<file path="config.mk">
export PLATFORM = sky130hd
export DESIGN_NAME = cdq_ctrl
export DESIGN_NICKNAME = d
export VERILOG_FILES = /design/src/rtl/core/cdq_pkg.sv /design/src/rtl/core/cdq_ctrl.sv
export SDC_FILE = /design/constraint.sdc
export NUM_CORES = 1
export LEC_CHECK = 0
export ABC_AREA = 1
export ABC_CLOCK_PERIOD_IN_PS = 2700
export BUFFER_PORTS_ARGS = -buffer_cell sky130_fd_sc_hd__buf_2
export CAP_MARGIN = 20
export CORE_AREA = 3 3 40 42
export CTS_CLUSTER_SIZE = 14
export DETAILED_ROUTE_END_ITERATION = 10
export DIE_AREA = 0 0 43 45
export SYNTH_ARGS = -nofsm -noshare
export SYNTH_HDL_FRONTEND = slang
export SYNTH_SLANG_ARGS = --single-unit
</file>
<file path="constraint.sdc">
create_clock -name clk -period 2.7 [get_ports clk]
set_clock_uncertainty 0.15 [all_clocks]
set_input_delay 0.27 -clock clk [delete_from_list [all_inputs] [get_ports clk]]
set_output_delay 0.27 -clock clk [all_outputs]
set_load 0.02 [all_outputs]
</file>
<file path="src/rtl/core/cdq_pkg.sv">
package cdq_pkg;

    // Default sizing of the ring store.
    localparam int DEPTH_DEF      = 256;
    localparam int DATA_WIDTH_DEF = 32;

    // Stream payload widths: fields packed from bit 0, padded to whole bytes.
    localparam int S_TDATA_W = 48;
    localparam int M_TDATA_W = 56;

    // Field widths of a request and a result.
    localparam int OPCODE_W   = 3;
    localparam int POSITION_W = 8;
    localparam int VALUE_W    = 32;
    localparam int RDATA_W    = 32;
    localparam int FOUND_W    = 8;
    localparam int COUNT_W    = 9;
    localparam int STATUS_W   = 3;

    // Operation codes carried in a request.
    typedef enum logic [OPCODE_W-1:0] {
        OP_PUSH_BACK  = 3'd0,
        OP_PUSH_FRONT = 3'd1,
        OP_POP_BACK   = 3'd2,
        OP_POP_FRONT  = 3'd3,
        OP_READ       = 3'd4,
        OP_WRITE      = 3'd5,
        OP_SEARCH     = 3'd6,
        OP_CLEAR      = 3'd7
    } cdq_op_t;

    // Status codes returned with each result.
    typedef enum logic [STATUS_W-1:0] {
        STAT_OK        = 3'd0,
        STAT_BOUNDS    = 3'd1,
        STAT_FULL      = 3'd2,
        STAT_EMPTY     = 3'd3,
        STAT_NOT_FOUND = 3'd4
    } cdq_status_t;

    // Commands from the controller to the datapath.
    typedef struct packed {
        logic capture;  // latch the incoming request
        logic exec;     // perform the latched operation
        logic step;     // advance the search walk by one entry
        logic emit;     // load the result into the output register
    } cdq_cmd_t;

    // Status from the datapath to the controller.
    typedef struct packed {
        logic search_go;    // latched request is a search over a non-empty deque
        logic search_done;  // search walk finishes this cycle
        logic out_free;     // output register can take a result this cycle
    } cdq_stat_t;

endpackage

</file>
<file path="src/rtl/core/cdq_ctrl.sv">
module cdq_ctrl
    import cdq_pkg::*;
(
    input  logic      clk,
    input  logic      rst_n,
    input  logic      s_tvalid,
    output logic      s_tready,
    input  cdq_stat_t stat,
    output cdq_cmd_t  cmd
);

    typedef enum logic [3:0] {
        S_IDLE   = 4'b0001,
        S_EXEC   = 4'b0010,
        S_SEARCH = 4'b0100,
        S_FINISH = 4'b1000
    } cdq_state_t;

    cdq_state_t state_reg;
    cdq_state_t state_next;

    // A new request is taken when idle, or while the finished result is handed over.
    assign s_tready = (state_reg == S_IDLE) || ((state_reg == S_FINISH) && stat.out_free);

    always_comb
    begin
        cmd.capture = s_tvalid && s_tready;
        cmd.exec    = (state_reg == S_EXEC);
        cmd.step    = (state_reg == S_SEARCH);
        cmd.emit    = (state_reg == S_FINISH) && stat.out_free;
    end

    // Next-state logic.
    always_comb
    begin
        state_next = state_reg;
        unique case (state_reg)
            S_IDLE:
            begin
                if (s_tvalid)
                begin
                    state_next = S_EXEC;
                end
            end
            S_EXEC:
            begin
                state_next = stat.search_go ? S_SEARCH : S_FINISH;
            end
            S_SEARCH:
            begin
                if (stat.search_done)
                begin
                    state_next = S_FINISH;
                end
            end
            S_FINISH:
            begin
                if (stat.out_free)
                begin
                    state_next = s_tvalid ? S_EXEC : S_IDLE;
                end
            end
            default:
            begin
                state_next = S_IDLE;
            end
        endcase
    end

    always_ff @(posedge clk or negedge rst_n)
    begin
        if (!rst_n)
        begin
            state_reg <= S_IDLE;
        end
        else
        begin
            state_reg <= state_next;
        end
    end

endmodule

</file>
=== Yosys cells after proc, flatten, opt, wreduce, memory -nomap -nowiden ===
Cells that the tools add are included.

* Input bits: 6
* Output and inout port bits: 5
* Word-level logic and storage cells: 18
* Register bits: 4

* Reduce and logical (&&, ||, !) cells: 4
* Eq/ne operators: 7
* Multiplexer cells: 6

{| class="wikitable"
|+ Operator list
! cell !! number
|-
| 2-to-1 mux 4 bit || 4
|-
| one-hot mux 4 bit (4 select lines) || 1
|-
| inequality test 2 bit (second input constant) || 3
|-
| equality test 4 x 1 -> 1 bit (second input constant) || 1
|-
| equality test 4 x 2 -> 1 bit (second input constant) || 1
|-
| equality test 4 x 3 -> 1 bit (second input constant) || 1
|-
| equality test 4 bit (second input constant) || 1
|-
| AND reduction 3 bit || 1
|-
| logical AND 1 bit || 2
|-
| 2-to-1 mux 2 bit || 1
|-
| logical OR 1 bit || 1
|}

=== Depth between registers and ports, before layout ===
Gate-level depths: netlist (run 1).

* Word-level depth: 4
* Gate-level depth with buffers: 8
* Gate-level depth less buffers: 8

=== Least setup slack after synthesis (run 1) ===
No wires, ideal clock.

* Path kind: reg2out
* Start point: register state_reg[2]
* End point: output cmd[3] (netlist name)
* Stages on the path, launching flop included: 8
* Setup slack: 1.058 ns
* Path buffers: 0
* Data required time: 2.280 ns
* Arrival time: 1.222 ns
* Path through: dfrtp_1 > inv_2 > nand2_2 > nor2_4 > inv_2 > o21ai_4 > inv_2 > nor2_1

{| class="wikitable"
|+ RTL lines
! element !! line !! source
|-
| from (decl) || cdq_ctrl.sv:19 || <nowiki>cdq_state_t state_reg;</nowiki>
|-
| from (signal assigned) || cdq_ctrl.sv:78 || <nowiki>state_reg <= state_next;</nowiki>
|-
| to (decl) || cdq_ctrl.sv:9 || <nowiki>output cdq_cmd_t cmd</nowiki>
|}

==> results of run 1 <==
worst reg2reg max path, stage by stage (launching register included):
cell and delay (ns):
dfstp_2 0.52, nand2_1 0.08, nor2_4 0.14, nand2_1 0.08
nand2_1 0.09, nor2_1 0.04, nand2_1 0.06, nand2_1 0.04
synth_stat cells:
library cell,instances
nor2_1,7
nand2_2,3
nand2_4,1
dfstp_2,1
nor2_4,4
dfrtp_1,3
o21ai_4,1
nand2_1,14
inv_1,7
inv_2,6
o22ai_1,1
worst max path at each step:
stage | end | slack, ns | depth (start not counted)
after global routing | cmd[3] | 0.80 | 8
after CTS | cmd[3] | 0.88 | 8
after floorplan | cmd[3] | 1.06 | 7
after detailed placement | cmd[3] | 1.15 | 8
final | cmd[3] | 0.91 | 8
after global placement | cmd[3] | 1.16 | 7
cells by family after synthesis:
logic type	Yosys count	synth area share, %
and+or+nand+nor	29	47.1
DFF	4	31.0
buffers and inverters	13	14.9
AOI/OAI and AO/OA	2	6.90
stage by stage:
| stage | util [%] | hold slack (ns) | total power [W] | cell area (um^2) |
|---|---|---|---|---|
| 4_1_cts | 33.6 | 0.0965 | 0.000480 | 432 |
| 5_1_grt | 33.6 | 0.117 | 0.000514 | 432 |
| 3_5_place_dp | 30.8 | -0.0701 | 0.000390 | 395 |
| 3_3_place_gp | 30.8 | -0.0738 | 0.000386 | 395 |
| 2_1_floorplan | - | -0.176 | 0.000338 | 327 |
| 6_report | 33.6 | 0.107 | 0.000470 | 432 |
power by group:
part	switching (W)	internal, W	leakage, nW
logic	0.000183	0.000101	0.173
clock network	0.0000287	0.0000557	0.0150
registers	0.0000140	0.0000882	0.0512
area by class of cell:
class                      count  area share, %
tap                           15           4.35
timing repair buffer          11           13.9
clock buffer                   4           6.09
sequential                     4           23.5
inverter                      13           11.3
multi-input combinational     31           40.9
per-layer routing:
metal | track usage, % | wire, um
met4 | 10.8 | 26
met1 | 7.28 | 225
met5 | 0 | 0
met3 | 2.39 | 37
met2 | 13.2 | 294
==> results.sh, run 1 <==
export IMPL_ys_top_cells_by_area="dfrtp_1, nand2_1, nor2_4"
export IMPL_rsz0062_at_grt="no"
export IMPL_r2r_start="state_reg[0]$_DFFE_PN1P_"
export IMPL_initial_utilization_pct=25.4
export IMPL_drtPass1Iterations=3
export IMPL_grt_max_degree=5
export IMPL_drive_gt1_share_pct=46.0
export IMPL_r2r_cells=7
export IMPL_required_ns=2.28
export IMPL_setup_violations=0
export IMPL_yosys_register_bits=4
export IMPL_layout_commonest_cell="nand2_1"
export IMPL_maxCapViolations=0
export IMPL_hold_viol_final=0
export IMPL_criticalPathCategory="register to primary output"
export IMPL_antenna_found_initial=0
export IMPL_setup_slack_ns=0.913
export IMPL_final_cell_mix="nand2_1, buf_2, inv_1, nor2_1, inv_2"
export IMPL_drt_antenna_violating_nets=0
export IMPL_dp_cells=73
export IMPL_remaining_drc_errors=0
export IMPL_ioPinCount=11
export IMPL_cts_hold_buf=1
export IMPL_finalCritPeriodShare_pct=66.2
export IMPL_area_delta_synth_final_pct=32.2
export IMPL_cts_tree="yes"
export IMPL_hp_start="stat[0]"
export IMPL_vias=297
export IMPL_grt_use_total_pct=8.18
export IMPL_yosysWarnings=0
export IMPL_htreeDepth=1
export IMPL_crit_path_start="state_reg[2]$_DFFE_PN0P_"
export IMPL_wire_per_inst_um=7.47
export IMPL_cpMaxStageDelayCell="dfrtp_1"
export IMPL_port_buffers=10
export IMPL_syn_instance_count=48
export IMPL_ir_drop_mv=0.520
export IMPL_powerDensity_nw_per_um2=1090
export IMPL_grt_pass1_vias=277
export IMPL_tightest_slew_ns=0.137
export IMPL_r2r_slack_ns=1.43
export IMPL_crit_chain="inv_2 -> nand2_2 -> nor2_4 -> inv_2 -> o21ai_4 -> inv_2 -> nor2_1 -> buf_2"
export IMPL_cts_root_buf="clkbuf_4"
export IMPL_nFillCells=147
export IMPL_cts_made_buffers=3
export IMPL_hold_path_class="input port to register"
export IMPL_clk_pin_slew_ns=0.04
export IMPL_clock_fmax_mhz=560
export IMPL_core_um2=1280
export IMPL_yosysTopAreaCell="dfrtp_1"
export IMPL_post_cts_buffers=0
export IMPL_hold_end="state_reg[3]$_DFFE_PN0P_"
export IMPL_largest_register_ffs=4
export IMPL_synth_cell_type_count=11
export IMPL_drt_wl_total_um=583
export IMPL_endpoint_kind="primary output"
export IMPL_cp_buffers_inverters=4
export IMPL_cts_sinks=4
export IMPL_gp_congestion=0.668
export IMPL_ff_latch_area_um2=101
export IMPL_multi_input_area_um2=176
export IMPL_die_x_um=43
export IMPL_std_cell_rows=13
export IMPL_grt_pass1_wl_um=1050
export IMPL_synth_area_um2=327
export IMPL_cp_top_family="flip-flops"
export IMPL_layout_nets=70
export IMPL_ys_seq_area_share_pct=31.0
export IMPL_crit_top_cell="inv_2"
export IMPL_status="completed"
export IMPL_yosysTopAreaCellShare_pct=23.0
export IMPL_fp_dieH_um=45
export IMPL_cp_start_kind="register"
export IMPL_slew_headroom_pct=90.9
export IMPL_tns_ns=0
export IMPL_worstSkewPairLatency_ns=0.24
export IMPL_clock_path_buffers=2
export IMPL_diodes=0
export IMPL_arrival_ns=1.37
export IMPL_cts_resized=0
export IMPL_power_leakage_nw=0.239
export IMPL_vias_per_cell=3.81
export IMPL_whs_path_depth=2
export IMPL_hpwl_um=508
export IMPL_finalNonFillerCells=78
export IMPL_reg2reg_to="state_reg[0]$_DFFE_PN1P_"
export IMPL_dpl_worst_slack_ns=1.15
export IMPL_dieArea_um2=1940
export IMPL_crit_path_max_incr_delay_ns=0.40
export IMPL_syn_nets=54
export IMPL_drt_iter0_markers=4
export IMPL_avgSynthCellArea_um2=6.80
export IMPL_cp_max_fo=4
export IMPL_overflow=0
export IMPL_slew_violations=0
export IMPL_fin_crit_ns=1.79
Power figures use the tool's default switching activity.
==> inputs of run 2 (changes only) <==
--- a/config.mk
+++ b/config.mk
@@ -6,7 +6,7 @@
 export NUM_CORES = 1
 export LEC_CHECK = 0
 export ABC_AREA = 1
-export ABC_CLOCK_PERIOD_IN_PS = 2700
+export ABC_CLOCK_PERIOD_IN_PS = 1900
 export BUFFER_PORTS_ARGS = -buffer_cell sky130_fd_sc_hd__buf_2
 export CAP_MARGIN = 20
 export CORE_AREA = 3 3 40 42
==> constraint.sdc (replaced) <==
create_clock -name clk -period 1.9 [get_ports clk]
set_clock_uncertainty 0.15 [all_clocks]
set_input_delay 0.19 -clock clk [delete_from_list [all_inputs] [get_ports clk]]
set_output_delay 0.19 -clock clk [all_outputs]
set_load 0.02 [all_outputs]
==> run 2 against run 1 <==
Effect of this change: clock power is 40% higher; non-clock buffer count unchanged; combinational power increased by 43%; first-iteration DRC count is 100% lower; largest power group unchanged; critical endpoint unchanged; largest cell class unchanged; critical path depth unchanged; sequential share of layout area is the same; routed wire length fell by 1.2%; worst hold slack got worse by 0.080 ns.
==> results.sh, run 2 (synthesis results as in run 1) <==
export IMPL_status="completed"
export IMPL_nFillCells=149
export IMPL_criticalPathCategory="register to primary output"
export IMPL_hold_viol_final=0
export IMPL_grt_max_degree=5
export IMPL_powerDensity_nw_per_um2=1540
export IMPL_drt_wl_total_um=576
export IMPL_dp_cells=73
export IMPL_finalCritPeriodShare_pct=89.4
export IMPL_endpoint_kind="primary output"
export IMPL_fin_crit_ns=1.70
export IMPL_core_um2=1280
export IMPL_p_comb_share_pct=60.6
export IMPL_finalNonFillerCells=78
export IMPL_hpwl_um=493
export IMPL_layout_commonest_cell="nand2_1"
export IMPL_worstSkewPairLatency_ns=0.24
export IMPL_arrival_ns=1.36
export IMPL_cts_resized=0
export IMPL_gp_congestion=0.732
export IMPL_setup_worst_path_end="cmd[3]"
export IMPL_r2r_cells=7
export IMPL_pwr_share_clk_pct=17.6
export IMPL_antenna_found_initial=0
export IMPL_vias_per_cell=3.91
export IMPL_final_area_um2=432
export IMPL_vias=305
export IMPL_grt_use_total_pct=7.50
export IMPL_initial_utilization_pct=25.4
export IMPL_reg2reg_to="state_reg[0]$_DFFE_PN1P_"
export IMPL_r2r_start="state_reg[0]$_DFFE_PN1P_"
export IMPL_rsz0062_at_grt="no"
export IMPL_clock_path_buffers=2
export IMPL_hold_path_class="input port to register"
export IMPL_slew_violations=0
export IMPL_clk_pin_slew_ns=0.04
export IMPL_dieArea_um2=1940
export IMPL_dpl_cell_area_um2=395
export IMPL_ir_drop_mv=0.748
export IMPL_cp_start_kind="register"
export IMPL_final_cell_mix="nand2_1, buf_2, inv_1, nor2_1, inv_2"
export IMPL_required_ns=1.56
export IMPL_hp_start="stat[0]"
export IMPL_drive_gt1_share_pct=46.0
export IMPL_area_delta_synth_final_pct=32.2
export IMPL_wire_per_inst_um=7.38
export IMPL_layout_nets=70
export IMPL_ioPinCount=11
export IMPL_total_power_w=0.000666
export IMPL_switching_share_pct=47.8
export IMPL_p_seq_share_pct=21.8
export IMPL_fp_dieH_um=45
export IMPL_port_buffers=10
export IMPL_tightest_slew_ns=0.140
export IMPL_cp_max_fo=4
export IMPL_drt_iter0_markers=0
export IMPL_cts_sinks=4
export IMPL_largest_register_ffs=4
export IMPL_p_int_w=0.000348
export IMPL_drt_antenna_violating_nets=0
export IMPL_htreeDepth=1
export IMPL_crit_path_start="state_reg[2]$_DFFE_PN0P_"
export IMPL_tns_ns=0
export IMPL_grt_pass1_vias=302
export IMPL_cts_root_buf="clkbuf_4"
export IMPL_remaining_drc_errors=0
export IMPL_die_x_um=43
export IMPL_power_leakage_nw=0.239
export IMPL_clock_fmax_mhz=589
export IMPL_cts_tree="yes"
export IMPL_drtPass1Iterations=1
export IMPL_r2r_slack_ns=0.63
export IMPL_std_cell_rows=13
export IMPL_grt_pass1_wl_um=1070
export IMPL_p_switching_w=0.000319
export IMPL_setup_violations=0
export IMPL_slew_headroom_pct=90.6
export IMPL_maxCapViolations=0
export IMPL_hold_ws_ns=0.0273
export IMPL_overflow=0
export IMPL_post_cts_buffers=0
export IMPL_diodes=0
export IMPL_cts_made_buffers=3
==> run 2: area by class of cell <==
cell class	instances	area [um^2]	area share, %
repair buffers	11	60.1	13.9
well taps	15	18.8	4.35
clock buffers	4	26.3	6.09
multi-input cells	31	176	40.9
flip-flops and latches	4	101	23.5
inverters	13	48.8	11.3
==> run 2: how the worst min path moves through the flow <==
stage / endpoint / depth (start not counted)
after floorplan: state_reg[1]$_DFFE_PN0P_ / 0
after global placement: state_reg[2]$_DFFE_PN0P_ / 1
after detailed placement: state_reg[2]$_DFFE_PN0P_ / 1
after CTS: state_reg[3]$_DFFE_PN0P_ / 2
after global routing: state_reg[3]$_DFFE_PN0P_ / 2
final: state_reg[3]$_DFFE_PN0P_ / 2
==> run 2: worst max-delay path: stages, from the launching register on <==
cell     delay, ns
dfrtp_1       0.38
inv_2         0.07
nand2_2       0.06
nor2_4        0.13
inv_2         0.07
o21ai_4       0.13
inv_2         0.04
nor2_1        0.07
buf_2         0.16
==> run 2: power groups by stage <==
stage | Clock [W] | Combinational (W) | Sequential [W]
finish | 0.000118 | 0.000404 | 0.000145
CTS | 0.000122 | 0.000411 | 0.000147
global route | 0.000129 | 0.000456 | 0.000151
global placement | 0 | 0.000404 | 0.000146
floorplan | 0 | 0.000337 | 0.000144
detailed placement | 0 | 0.000407 | 0.000147
==> run 2: timing repair <==
action / in CTS / in global routing
setup endpoints to repair: 0 / 0
hold buffers: 1 / 0
hold endpoints to repair: 4 / 0
==> run 2: per-layer routing <==
layer | track usage (%) | vias to the layer above | wire length (um)
li1 | - | 164 | -
met3 | 2.39 | 2 | 41
met5 | 0 | - | 0
met4 | 5.42 | 0 | 14
met1 | 7.49 | 129 | 217
met2 | 13.2 | 10 | 302
==> run 2: through the flow <==
stage	util [%]	worst slack, ns
6_report	33.6	0.202
5_1_grt	33.6	0.0666
4_1_cts	33.6	0.183
3_5_place_dp	30.8	0.443
3_3_place_gp	30.8	0.448
2_1_floorplan	-	0.338
==> inputs of run 3 (changes only) <==
--- a/config.mk
+++ b/config.mk
@@ -9,10 +9,10 @@
 export ABC_CLOCK_PERIOD_IN_PS = 1900
 export BUFFER_PORTS_ARGS = -buffer_cell sky130_fd_sc_hd__buf_2
 export CAP_MARGIN = 20
-export CORE_AREA = 3 3 40 42
+export CORE_AREA = 2 2 39 41
 export CTS_CLUSTER_SIZE = 14
 export DETAILED_ROUTE_END_ITERATION = 10
-export DIE_AREA = 0 0 43 45
+export DIE_AREA = 0 0 41 43
 export SYNTH_ARGS = -nofsm -noshare
 export SYNTH_HDL_FRONTEND = slang
 export SYNTH_SLANG_ARGS = --single-unit
==> run 3 against run 2 <==
Effect of this change: worst hold slack got worse by 0.0044 ns; fmax decreased by 0.71%; global-route usage increased by 1.3 points; largest power group unchanged.
==> results.sh, run 3 (synthesis results as in run 1) <==
export IMPL_cp_max_fo=4
export IMPL_vias_per_cell=3.71
export IMPL_arrival_ns=1.37
export IMPL_setup_violations=0
export IMPL_required_ns=1.56
export IMPL_hpwl_um=520
export IMPL_status="completed"
export IMPL_hp_start="stat[0]"
export IMPL_layout_commonest_cell="nand2_1"
export IMPL_switching_share_pct=47.7
export IMPL_finalCritPeriodShare_pct=90.0
export IMPL_topRoutingLayerUsed="met4"
export IMPL_tns_ns=0
export IMPL_slew_headroom_pct=92.2
export IMPL_dr_wl_met2_um=280
export IMPL_clock_fmax_mhz=585
export IMPL_dieArea_um2=1760
export IMPL_clock_path_buffers=2
export IMPL_worstSkewPairLatency_ns=0.24
export IMPL_maxCapViolations=0
export IMPL_dpl_worst_slack_ns=0.434
export IMPL_ir_drop_mv=0.889
export IMPL_diodes=0
export IMPL_cp_start_kind="register"
export IMPL_die_x_um=41
export IMPL_fin_crit_ns=1.71
export IMPL_cts_root_buf="clkbuf_4"
export IMPL_r2r_cells=7
export IMPL_port_buffers=10
export IMPL_clk_pin_slew_ns=0.04
export IMPL_power_leakage_nw=0.239
export IMPL_drtPass1Iterations=4
export IMPL_pwr_share_clk_pct=17.3
export IMPL_cts_tree="yes"
export IMPL_reg2reg_to="state_reg[0]$_DFFE_PN1P_"
export IMPL_wl_met3_um=35
export IMPL_p_int_w=0.000347
export IMPL_nFillCells=151
export IMPL_fp_dieH_um=43
export IMPL_core_um2=1380
export IMPL_drive_gt1_share_pct=46.0
export IMPL_hold_path_class="input port to register"
export IMPL_initial_utilization_pct=23.6
export IMPL_layout_nets=70
export IMPL_grt_pass1_vias=258
export IMPL_post_cts_buffers=0
export IMPL_ff_latch_area_um2=101
export IMPL_drt_iter0_markers=1
export IMPL_hold_viol_final=0
export IMPL_remaining_drc_errors=0
export IMPL_setup_slack_ns=0.190
export IMPL_htreeDepth=1
export IMPL_grt_max_degree=5
export IMPL_vias=293
export IMPL_r2r_slack_ns=0.62
export IMPL_gp_congestion=0.699
export IMPL_endpoint_kind="primary output"
export IMPL_drt_antenna_violating_nets=0
export IMPL_antenna_found_initial=0
export IMPL_cts_hold_buf=1
export IMPL_area_delta_synth_final_pct=32.6
export IMPL_slew_violations=0
export IMPL_grt_pass1_wl_um=959
export IMPL_final_cell_mix="nand2_1, buf_2, inv_1, nor2_1, inv_2"
export IMPL_powerDensity_nw_per_um2=1530
export IMPL_dp_cells=74
export IMPL_overflow=0
export IMPL_hold_ws_ns=0.0229
export IMPL_cts_sinks=4
export IMPL_cts_made_buffers=3
export IMPL_tightest_slew_ns=0.116
export IMPL_grt_use_total_pct=8.76
export IMPL_largest_register_ffs=4
export IMPL_wire_per_inst_um=7.30
export IMPL_ioPinCount=11
export IMPL_p_seq_share_pct=21.8
export IMPL_rsz0062_at_grt="no"
export IMPL_multi_input_area_um2=176
export IMPL_wl_met1_um=234
export IMPL_hold_end="state_reg[3]$_DFFE_PN0P_"
export IMPL_drt_wl_total_um=577
export IMPL_criticalPathCategory="register to primary output"
export IMPL_p_comb_share_pct=60.9
export IMPL_cts_resized=0
export IMPL_finalNonFillerCells=79
export IMPL_std_cell_rows=14
export IMPL_whs_path_depth=2
export IMPL_r2r_start="state_reg[0]$_DFFE_PN1P_"
export IMPL_p_switching_w=0.000317
-- run 3: cell counts in the layout (fill, tap and decap cells not counted) --
Identical to the previous run, type by type.
-- run 3: per-layer routing --
| layer | vias to the layer above | GRT usage, % |
|---|---|---|
| met5 | - | 0 |
| met4 | 0 | 8.00 |
| met3 | 5 | 4.71 |
| met2 | 10 | 12.2 |
| met1 | 113 | 8.77 |
| li1 | 165 | - |
-- run 3: layout make-up --
cell class	count	share of cell area (%)
clock buffer	4	6.07
tap	16	4.62
timing repair buffer	11	13.9
multi-input combinational	31	40.8
inverter	13	11.3
sequential	4	23.4
-- run 3: worst max path at each step --
stage	from	end	slack, ns	cells past startpoint
final	state_reg[2]$_DFFE_PN0P_	cmd[3]	0.19	8
after detailed placement	state_reg[2]$_DFFE_PN0P_	cmd[3]	0.43	8
after global routing	state_reg[2]$_DFFE_PN0P_	cmd[3]	0.11	8
after CTS	state_reg[2]$_DFFE_PN0P_	cmd[3]	0.16	8
after floorplan	state_reg[2]$_DFFE_PN0P_	cmd[3]	0.34	7
after global placement	state_reg[0]$_DFFE_PN1P_	cmd[3]	0.45	7
-- run 3: stage by stage --
stage               area [um^2]  utilization, %  power [W]
floorplan                   327               -   0.000481
global placement            397            28.7   0.000550
detailed placement          397            28.7   0.000557
CTS                         433            31.3   0.000679
global route                433            31.3   0.000724
finish                      433            31.3   0.000664
-- run 3: critical path, cell delays in order, from the launching register on --
cell and delay [ns]:
dfrtp_1 0.39, inv_2 0.08, nand2_2 0.06, nor2_4 0.13, inv_2 0.07, o21ai_4 0.13
inv_2 0.05, nor2_1 0.07, buf_2 0.16
-- run 3: power by group through the flow --
| stage | clock [W] | sequential (W) | combinational, W |
|---|---|---|---|
| finish | 0.000115 | 0.000145 | 0.000404 |
| floorplan | 0 | 0.000144 | 0.000337 |
| global route | 0.000128 | 0.000149 | 0.000447 |
| CTS | 0.000120 | 0.000145 | 0.000414 |
| detailed placement | 0 | 0.000146 | 0.000411 |
| global placement | 0 | 0.000145 | 0.000404 |
